[src/sv/mfwq_pkg.sv]
// ----------------------------------------------------------------------------
// mfwq_pkg
// Shared types and constants for the mutex with FIFO wait queue.
// ----------------------------------------------------------------------------
package mfwq_pkg;

    // Default sizing
    localparam int QUEUE_DEPTH_DEF    = 16;
    localparam int THREAD_ID_BITS_DEF = 8;

    // Fixed result field widths
    localparam int STATUS_W    = 3;
    localparam int ID_OUT_W    = 8;
    localparam int COUNT_OUT_W = 5;
    localparam int CMD_W       = 2;

    // Command codes
    typedef enum logic [CMD_W-1:0] {
        CMD_ACQUIRE = 2'd0,
        CMD_RELEASE = 2'd1,
        CMD_TIMEOUT = 2'd2
    } cmd_t;

    // Result status codes
    typedef enum logic [STATUS_W-1:0] {
        ST_ACQUIRED = 3'd0,
        ST_QUEUED   = 3'd1,
        ST_REFUSED  = 3'd2,
        ST_DONE     = 3'd3,
        ST_FULL     = 3'd4
    } status_t;

    // Controller states
    typedef enum logic {
        S_IDLE = 1'b0,
        S_EXEC = 1'b1
    } state_t;

    // Controller to datapath commands
    typedef struct packed {
        logic load;   // capture the incoming command
        logic exec;   // apply the captured command to the lock state
    } ctl_t;

endpackage

[src/sv/mfwq_ctrl.sv]
// ----------------------------------------------------------------------------
// mfwq_ctrl
// Sequencer: accepts a command, runs the execute state, raises the strobe.
// ----------------------------------------------------------------------------
module mfwq_ctrl
    import mfwq_pkg::*;
(
    input  logic clk,
    input  logic rst_n,
    input  logic start,
    output logic busy,
    output logic done,
    output ctl_t ctl
);

    state_t state_reg;
    state_t state_next;
    logic   done_reg;
    logic   done_next;

    // State register
    always_ff @(posedge clk or negedge rst_n)
    begin
        if (!rst_n)
        begin
            state_reg <= S_IDLE;
            done_reg  <= 1'b0;
        end
        else
        begin
            state_reg <= state_next;
            done_reg  <= done_next;
        end
    end

    // Next state and commands
    always_comb
    begin
        state_next = state_reg;
        ctl.load   = 1'b0;
        ctl.exec   = 1'b0;
        done_next  = 1'b0;
        unique case (state_reg)
            S_IDLE:
            begin
                if (start)
                begin
                    ctl.load   = 1'b1;
                    state_next = S_EXEC;
                end
            end
            S_EXEC:
            begin
                ctl.exec   = 1'b1;
                done_next  = 1'b1;
                state_next = S_IDLE;
            end
            default:
            begin
                state_next = S_IDLE;
            end
        endcase
    end

    assign busy = (state_reg == S_EXEC);
    assign done = done_reg;

endmodule

[src/sv/mfwq_dp.sv]
// ----------------------------------------------------------------------------
// mfwq_dp
// Lock state, wait queue with per-entry compare and shift, result registers.
// ----------------------------------------------------------------------------
module mfwq_dp
    import mfwq_pkg::*;
#(
    parameter int QUEUE_DEPTH    = QUEUE_DEPTH_DEF,
    parameter int THREAD_ID_BITS = THREAD_ID_BITS_DEF
)
(
    input  logic                      clk,
    input  logic                      rst_n,
    input  ctl_t                      ctl,
    input  logic [CMD_W-1:0]          cmd,
    input  logic [THREAD_ID_BITS-1:0] thread_id,
    input  logic                      no_wait,
    output logic [STATUS_W-1:0]       status,
    output logic                      owner_valid,
    output logic [ID_OUT_W-1:0]       owner_id,
    output logic                      woken_valid,
    output logic [ID_OUT_W-1:0]       woken_id,
    output logic [COUNT_OUT_W-1:0]    waiting_count
);

    localparam int CNT_W = $clog2(QUEUE_DEPTH + 1);
    localparam int TID_W = THREAD_ID_BITS;

    // Captured command
    logic [CMD_W-1:0] cmd_reg;
    logic [TID_W-1:0] tid_reg;
    logic             nowait_reg;

    // Lock state
    logic [TID_W-1:0] owner_reg, owner_next;
    logic             held_reg, held_next;
    logic [CNT_W-1:0] count_reg, count_next;
    logic [TID_W-1:0] q_reg  [QUEUE_DEPTH];
    logic [TID_W-1:0] q_next [QUEUE_DEPTH];
    logic [TID_W-1:0] q_up   [QUEUE_DEPTH];

    // Result registers
    status_t                 status_reg, status_next;
    logic                    owner_valid_reg;
    logic [ID_OUT_W-1:0]     owner_id_reg, owner_id_next;
    logic                    woken_valid_reg, woken_valid_next;
    logic [ID_OUT_W-1:0]     woken_id_reg, woken_id_next;
    logic [COUNT_OUT_W-1:0]  count_out_reg, count_out_next;

    logic [QUEUE_DEPTH-1:0] match;
    logic [QUEUE_DEPTH-1:0] after;
    logic                   waiting;
    logic                   full;
    logic                   empty;
    logic                   enq, pop, rm;
    logic [TID_W-1:0]       woken_tid;
    logic [31:0]            owner_w, woken_w, count_w;

    // Capture the command at accept
    always_ff @(posedge clk)
    begin
        if (ctl.load)
        begin
            cmd_reg    <= cmd;
            tid_reg    <= thread_id;
            nowait_reg <= no_wait;
        end
    end

    // Per-entry compare against the captured thread, valid below the fill count
    always_comb
    begin
        for (int i = 0; i < QUEUE_DEPTH; i++)
        begin
            match[i] = (CNT_W'(i) < count_reg) && (q_reg[i] == tid_reg);
        end
    end

    // Entry at or beyond the matching slot moves down
    always_comb
    begin
        for (int i = 0; i < QUEUE_DEPTH; i++)
        begin
            after[i] = |(match & ((QUEUE_DEPTH)'(2) << i) - (QUEUE_DEPTH)'(1));
        end
    end

    // Queue shifted down by one slot
    always_comb
    begin
        for (int i = 0; i < QUEUE_DEPTH - 1; i++)
        begin
            q_up[i] = q_reg[i + 1];
        end
        q_up[QUEUE_DEPTH-1] = q_reg[QUEUE_DEPTH-1];
    end

    assign waiting = |match;
    assign full    = (count_reg == CNT_W'(QUEUE_DEPTH));
    assign empty   = (count_reg == '0);

    // Command decode and lock update
    always_comb
    begin
        held_next   = held_reg;
        owner_next  = owner_reg;
        count_next  = count_reg;
        status_next = ST_REFUSED;
        woken_valid_next = 1'b0;
        woken_tid   = '0;
        enq         = 1'b0;
        pop         = 1'b0;
        rm          = 1'b0;
        case (cmd_reg)
            CMD_ACQUIRE:
            begin
                if (!held_reg)
                begin
                    held_next   = 1'b1;
                    owner_next  = tid_reg;
                    status_next = ST_ACQUIRED;
                end
                else if (nowait_reg || waiting)
                begin
                    status_next = ST_REFUSED;
                end
                else if (full)
                begin
                    status_next = ST_FULL;
                end
                else
                begin
                    enq         = 1'b1;
                    count_next  = CNT_W'(count_reg + 1'b1);
                    status_next = ST_QUEUED;
                end
            end
            CMD_RELEASE:
            begin
                if (!empty)
                begin
                    owner_next       = q_reg[0];
                    held_next        = 1'b1;
                    woken_valid_next = 1'b1;
                    woken_tid        = q_reg[0];
                    pop              = 1'b1;
                    count_next       = CNT_W'(count_reg - 1'b1);
                end
                else
                begin
                    held_next  = 1'b0;
                    owner_next = '0;
                end
                status_next = ST_DONE;
            end
            CMD_TIMEOUT:
            begin
                woken_valid_next = 1'b1;
                woken_tid        = tid_reg;
                if (waiting)
                begin
                    rm         = 1'b1;
                    count_next = CNT_W'(count_reg - 1'b1);
                end
                status_next = ST_DONE;
            end
            default:
            begin
                status_next = ST_REFUSED;
            end
        endcase
    end

    // Queue entry update: shift, tail write or hold
    always_comb
    begin
        for (int i = 0; i < QUEUE_DEPTH; i++)
        begin
            if (pop || (rm && after[i]))
            begin
                q_next[i] = q_up[i];
            end
            else if (enq && (count_reg == CNT_W'(i)))
            begin
                q_next[i] = tid_reg;
            end
            else
            begin
                q_next[i] = q_reg[i];
            end
        end
    end

    // Result fields at their fixed widths
    assign owner_w        = held_next ? 32'(owner_next) : 32'd0;
    assign woken_w        = 32'(woken_tid);
    assign count_w        = 32'(count_next);
    assign owner_id_next  = owner_w[ID_OUT_W-1:0];
    assign woken_id_next  = woken_w[ID_OUT_W-1:0];
    assign count_out_next = count_w[COUNT_OUT_W-1:0];

    // Control state
    always_ff @(posedge clk or negedge rst_n)
    begin
        if (!rst_n)
        begin
            held_reg  <= 1'b0;
            owner_reg <= '0;
            count_reg <= '0;
        end
        else if (ctl.exec)
        begin
            held_reg  <= held_next;
            owner_reg <= owner_next;
            count_reg <= count_next;
        end
    end

    // Queue storage and result registers
    always_ff @(posedge clk)
    begin
        if (ctl.exec)
        begin
            for (int i = 0; i < QUEUE_DEPTH; i++)
            begin
                q_reg[i] <= q_next[i];
            end
            status_reg      <= status_next;
            owner_valid_reg <= held_next;
            owner_id_reg    <= owner_id_next;
            woken_valid_reg <= woken_valid_next;
            woken_id_reg    <= woken_id_next;
            count_out_reg   <= count_out_next;
        end
    end

    assign status        = status_reg;
    assign owner_valid   = owner_valid_reg;
    assign owner_id      = owner_id_reg;
    assign woken_valid   = woken_valid_reg;
    assign woken_id      = woken_id_reg;
    assign waiting_count = count_out_reg;

endmodule

[src/sv/mutex_fifo_wait_queue_top.sv]
// ----------------------------------------------------------------------------
// mutex_fifo_wait_queue_top
// Hardware mutex with a FIFO wait queue of thread IDs.
// ----------------------------------------------------------------------------
//  channel   handshake          payload
//  command   start / busy       cmd, thread_id, no_wait
//  result    done (1 cycle)     status, owner_valid, owner_id, woken_valid,
//                               woken_id, waiting_count
//
// A command transfers when start is high and busy is low; busy is then high
// for one execute cycle, and done strobes in the cycle after it, following
// the capture and execute steps of the sequencer. A new start may be taken
// in the cycle that done is high.
// Queue search, removal and shift act on all entries in the execute cycle.
// Reset leaves the lock free and the queue empty. Results cannot be stalled.
// ----------------------------------------------------------------------------
module mutex_fifo_wait_queue_top
    import mfwq_pkg::*;
#(
    parameter int QUEUE_DEPTH    = QUEUE_DEPTH_DEF,
    parameter int THREAD_ID_BITS = THREAD_ID_BITS_DEF
)
(
    input  logic                      clk,
    input  logic                      rst_n,
    input  logic                      start,
    output logic                      busy,
    input  logic [CMD_W-1:0]          cmd,
    input  logic [THREAD_ID_BITS-1:0] thread_id,
    input  logic                      no_wait,
    output logic                      done,
    output logic [STATUS_W-1:0]       status,
    output logic                      owner_valid,
    output logic [ID_OUT_W-1:0]       owner_id,
    output logic                      woken_valid,
    output logic [ID_OUT_W-1:0]       woken_id,
    output logic [COUNT_OUT_W-1:0]    waiting_count
);

    ctl_t ctl;

    // Sequencer
    mfwq_ctrl u_ctrl (
        .clk   (clk),
        .rst_n (rst_n),
        .start (start),
        .busy  (busy),
        .done  (done),
        .ctl   (ctl)
    );

    // Lock and queue datapath
    mfwq_dp #(
        .QUEUE_DEPTH    (QUEUE_DEPTH),
        .THREAD_ID_BITS (THREAD_ID_BITS)
    ) u_dp (
        .clk           (clk),
        .rst_n         (rst_n),
        .ctl           (ctl),
        .cmd           (cmd),
        .thread_id     (thread_id),
        .no_wait       (no_wait),
        .status        (status),
        .owner_valid   (owner_valid),
        .owner_id      (owner_id),
        .woken_valid   (woken_valid),
        .woken_id      (woken_id),
        .waiting_count (waiting_count)
    );

endmodule

[config.mk]
export PLATFORM = sky130hd
export DESIGN_NAME = mutex_fifo_wait_queue_top
export DESIGN_NICKNAME = d
export VERILOG_FILES = /design/src/sv/mfwq_pkg.sv /design/src/sv/mfwq_ctrl.sv /design/src/sv/mfwq_dp.sv /design/src/sv/mutex_fifo_wait_queue_top.sv
export SDC_FILE = /design/constraint.sdc
export NUM_CORES = 1
export LEC_CHECK = 0
export ABC_CLOCK_PERIOD_IN_PS = 4100
export BUFFER_PORTS_ARGS = -buffer_cell sky130_fd_sc_hd__buf_4
export CAP_MARGIN = 20
export CORE_ASPECT_RATIO = 0.8
export CORE_MARGIN = 4
export CORE_UTILIZATION = 60
export DETAILED_ROUTE_END_ITERATION = 7
export GPL_TIMING_DRIVEN = 1
export MAX_ROUTING_LAYER = met4
export PLACE_DENSITY = 0.85
export SYNTH_ARGS = -nofsm -noshare
export SYNTH_HDL_FRONTEND = slang
export SYNTH_SLANG_ARGS = --single-unit
[constraint.sdc]
create_clock -name clk -period 4.1 [get_ports clk]
set_input_delay 0.82 -clock clk [delete_from_list [all_inputs] [get_ports clk]]
set_output_delay 0.82 -clock clk [all_outputs]
set_load 0.01 [all_outputs]
Yosys cells after proc, flatten, opt, wreduce, memory -nomap -nowiden --
Memories as Yosys holds them, arrays and structs flattened. Index checks and enable logic that the tools add are counted.
Word-level totals: register bits after elaboration 53, memory bits (read-only) 0, input bits 14, bits in latches 0, memories 1, memory bits (writable) 128, logic and storage cells 213, output and inout port bits 28
Memories:
- u_dp.q_reg | depth 16, bits a word 8, rd ports 16, clocked after Yosys merged registers in 0, wr ports 16, RTL line mfwq_dp.sv:38 | logic [TID_W-1:0] q_reg [QUEUE_DEPTH];
Cells by class: magnitude comparators 16, add/subtract/negate cells 2, shift-type cells 0, div/mod/pow operators 0, bitwise logic cells 1, equal/unequal tests 34, reduce and logical (&&, ||, !) cells 83, multiply operators 0, mux-type cells 62
Operators by type and width (count):
- 2-to-1 mux 8 bit | 34
- equality test 8 bit | 16
- logical AND 1 bit | 48
- equality test 5 x 4 -> 1 bit, second input constant | 8
- less-than comparator 4 x 5 -> 1 bit, first input constant | 8
- one-hot mux 8 bit (2 select lines) | 2
- 2-to-1 mux 5 bit | 5
- equality test 5 x 3 -> 1 bit, second input constant | 4
- less-than comparator 3 x 5 -> 1 bit, first input constant | 4
- logical OR 1 bit | 17
- OR reduction 16 bit | 1
- one-hot mux 5 bit (3 select lines) | 1
- OR reduction 15 bit | 1
- OR reduction 14 bit | 1
- 2-to-1 mux 1 bit | 13
- OR reduction 13 bit | 1
- OR reduction 12 bit | 1
- OR reduction 11 bit | 1
- equality test 5 x 2 -> 1 bit, second input constant | 2
- less-than comparator 1 x 5 -> 1 bit, first input constant | 2
- less-than comparator 2 x 5 -> 1 bit, first input constant | 2
- OR reduction 10 bit | 1
- 2-to-1 mux 3 bit | 3
- OR reduction 9 bit | 1
- 18 further kinds | 21

Longest topological paths before layout --
An unclocked memory read counts as a cell.
depth in word-level cells 11, mapped depth 12, mapped depth without buffers 10

Cells and area by module --
A second synthesis with hierarchy kept.
Second synthesis, totals: cell total of the unflattened synthesis 790, area total of the unflattened synthesis 10213.5 um^2
By module, submodules not included:
- mfwq_dp | seq. area each 5305.1 um^2, instances 1, cells each 785, area each 10134.7 um^2
- mfwq_ctrl | seq. area each 50.0 um^2, instances 1, cells each 5, area each 78.8 um^2

Worst setup path after synthesis --
OpenSTA, ideal clock, no wires.
path kind register to register, start reg u_dp.count_reg[1] (netlist name), end mem u_dp.q_reg[15][0] (netlist name), enable pin, path buffers 3, arrival 3090 ps, clock period less this slack 3473 ps, slack 627 ps, setup time 383 ps, data required time 3717 ps, cell stages (with the launch flop) 13, path through dfrtp_1 > clkbuf_1 > inv_1 > ha_1 > o21ai_1 > and3_1 > or4_1 > nor2_1 > and4_1 > buf_2 > buf_2 > nand2_1 > nor3_1
RTL lines (RTL line):
- to (decl) | mfwq_dp.sv:38

==> impl_metrics.csv <==
group,metric,value,unit
critical_path,path_buf_inv,3,
timing,fin_skew,11.7,ps
logic_synthesis,synthAdderAreaFrac,1.14,%
hold_path,hold_class,"in2async",
cells_and_area,antenna_cells,0,
routing,vias,6529,
cells_and_area,fillers,1070,
logic_synthesis,synth_area_per_cell,12.8,sq um
global_route,first_global_vias,6412,
clock_tree,cts_sinks,181,
clock_tree,cts_made_buffers,17,
timing,setup_viol,0,
global_route,overflow,0,
timing,rsz0062_at_grt,"no",
routing,wl_per_cell,21.3,microns
global_route,grt.total_usage,26.2,%
power,powerDensity,436,nW/um^2
global_route,grt_max_degree,51,
timing,min_period,3820,ps
floorplanning,coreArea,16000,sq um
logic_synthesis,synth-xor-area-share,11.4,%
critical_path,critPathMaxFanout,29,
logic_synthesis,netlist_instances,775,
placed_design,place_hpwl,15800,microns
floorplanning,fp.dieH,123,microns
critical_path,critical_path.top_delay_family,"simple AND/OR/NAND/NOR gates",
routing,vias_per_cell,6.18,
routing,ant_nets,0,
logic_synthesis,synth-edff-count,165,
cells_and_area,utilization,70.3,%
clock_tree,cts.clk_slew.worst_paths,70,ps
timing,drv_slew,0,
cells_and_area,largest_register_ffs,128,
placed_design,place.gp.congestion,0.969,
clock_tree,clock_latency,440,ps
outcome,status,"complete, no violations",
logic_synthesis,yosysWarnings,0,
cells_and_area,fin_nets,852,
logic_synthesis,synth_cell_types,63,
logic_synthesis,synthMuxAreaShare,13.9,%
logic_synthesis,synth_top_area_cell,"edfxtp_1",
floorplanning,floorplan.initialDensity,62.0,%
timing,timing.setup.tns,0,ps
floorplanning,core.rowCount,41,
timing,finalCritPeriodShare,93.1,%
logic_synthesis,synth_top_cell_area_share,50.1,%
floorplanning,dieArea,18600,sq um
placed_design,place_area,10600,sq um
timing,hold_viol_final,0,
cells_and_area,drive_gt1_share,28.3,%
timing,max_slew.worst_pin.slew,1060,ps
routing,firstDrtPassIters,6,
logic_synthesis,synthSimpleGateAreaFrac,9.19,%
critical_path,slowest_stage,"edfxtp_1",
clock_tree,clockRootBuffer,"clkbuf_16",
routing,drt_iter0_markers,642,
critical_path,slowest_delay,600,ps
routing,routed_wl,22500,microns
logic_synthesis,ys_seq_elements,181,
critical_path,start_kind,"register",
global_route,antenna_found_initial,0,
clock_tree,cts_tree,"yes",
critical_path,crit_chain,"buf_12, xor2_1, nor4_1, nand3_1, a21boi_1, nor4b_2, a41oi_2, buf_4, o21a_1, a31oi_1, nor2_1, buf_4",
logic_synthesis,synth.area.top_cells,"edfxtp_1, mux2_2, xnor2_1",
timing,fmax,0.262,GHz
critical_path,cp.arrival,3970,ps
logic_synthesis,syn-num-nets,798,
logic_synthesis,synth_top_family_by_area,"multiplexers",
cells_and_area,fin_area,11200,sq um
critical_path,critPathCaptureType,"register",
clock_tree,cts_resized,0,
clock_tree,cts_buffer_depth,2,
logic_synthesis,synthFlopType,"edfxtp_1",
logic_synthesis,syn_area,9900,sq um
job,cap_violations,0,
timing,slew_headroom,28.7,%
clock_tree,htreeDepth,4,
critical_path,critical_path_class,"reg2reg",
placed_design,portBuffers,41,
floorplanning,ios,42,
logic_synthesis,synth_compound_area_share,7.03,%
routing,drc,0,
cells_and_area,syn_to_final_growth,13.3,%
power,ir_worst_vdd,0.283,mV
power,p_leak,0.00395,uW
global_route,grt_first_pass_wirelength,35900,microns
critical_path,cpMostUsedCell,"buf_4",
logic_synthesis,synth_async_sr_flop_share,8.84,%
logic_synthesis,seq_area_frac_synth,54.1,%
floorplanning,die_w,152,microns
critical_path,worstPathRequired,4250,ps
## power breakdown
part	switching (uW)	internal [uW]	total (uW)	leakage [uW]
logic	552	410	962	0.00196
registers	113	2150	2270	0.00170
clock network	743	916	1660	0.000289
total	1410	3480	4890	0.00395
## logic make-up (layout without fill, tap and decap cells)
group | after synthesis | in the layout
xor gates and xnor gates | 129 | 129
buffers and inverters | 69 | 136
AOI/OAI and AO/OA | 96 | 96
muxes | 122 | 122
adders and majority gates | 9 | 9
DFF | 181 | 181
and+or+nand+nor | 169 | 169
## worst paths after layout
kind	cells after the start	to	from	slack [ps]
max	12	u_dp.q_reg[0][6]$_DFFE_PP_	u_dp.tid_reg[2]$_DFFE_PP_	280
min	1	u_ctrl.done$_DFF_PN0_	rst_n	240
max reg2reg	12	u_dp.q_reg[0][6]$_DFFE_PP_	u_dp.tid_reg[2]$_DFFE_PP_	280
min reg2reg	2	u_dp.owner_reg[0]$_DFFE_PN0P_	u_dp.owner_reg[0]$_DFFE_PN0P_	540
max in group asynchronous	1	u_ctrl.busy$_DFF_PN0_	rst_n	3650
min in group clk	2	u_dp.owner_reg[0]$_DFFE_PN0P_	u_dp.owner_reg[0]$_DFFE_PN0P_	540
## synth_stat cells, drive strengths merged, types with 12 or more instances
cell type and number:
nor2b 14, xor2 57, mux2 120, nor3 14, buf 32, dfrtp 16
nand4 19, nor4 15, nor2 50, nand2 24, nand3 12, edfxtp 165
xnor2 72, a21oi 27, clkbuf 26
## per-layer routing
layer,vias to the layer above,GRT usage [%],routed length [microns],share of wire [%]
met5,-,-,0,0
met2,258,40.4,10700,48
met3,28,5.20,1630,7.2
met1,3253,36.1,9840,44
met4,0,6.68,314,1.4
li1,2990,-,-,-
## area by class of cell
cell class	instances	area (sq um)	area share, %
timing repair buffer	93	736	6.56
clock inverter	15	169	1.51
sequential	181	5360	47.8
inverter	11	41.3	0.368
clock buffer	17	425	3.79
tap	215	269	2.40
multi-input combinational	525	4220	37.6
## per-stage QoR
stage	hold WS [ps]	instances	total power, uW	setup slack (ps)
2_1_floorplan	421	775	2930	627
3_3_place_gp	514	1022	3210	512
3_5_place_dp	524	1022	3240	361
4_1_cts	231	1054	4880	349
5_1_grt	245	1057	5070	38.7
6_report	240	1057	4890	284
## worst reg2reg max path, delay by kind of cell (launching register included)
family | cells | cell delay [ps]
DFF | 1 | 600
and+or+nand+nor | 4 | 1040
xor gates and xnor gates | 1 | 200
AOI/OAI and AO/OA | 4 | 1020
buffers and inverters | 3 | 680
## timing repair
item | 4_1_cts | 5_1_grt
endpoints found under the setup margin | 0 | 8
hold buffers | 0 | 0
setup buffers | 0 | 2
## placed cells by master (no fill, tap or decap), drive strengths merged, types with 4 or more instances in the layout
| master | instances |
|---|---|
| o21ai | 11 |
| a21o | 4 |
| clkbuf | 17 |
| a41oi | 5 |
| a222oi | 8 |
| a21oi | 27 |
| mux2 | 120 |
| xor2 | 57 |
| nor4 | 15 |
| a211oi | 5 |
| a31oi | 9 |
| clkinv | 4 |
| nand2 | 24 |
| and3 | 5 |
| buf | 93 |
| xnor2 | 72 |
| edfxtp | 165 |
| nor2b | 14 |
| nand3 | 12 |
| nor3 | 14 |
| dfrtp | 16 |
| inv | 18 |
| a22oi | 8 |
| nor2 | 50 |
| nand4b | 4 |
| nand4 | 19 |
| ha | 9 |
(Power assumes the default switching activity.)
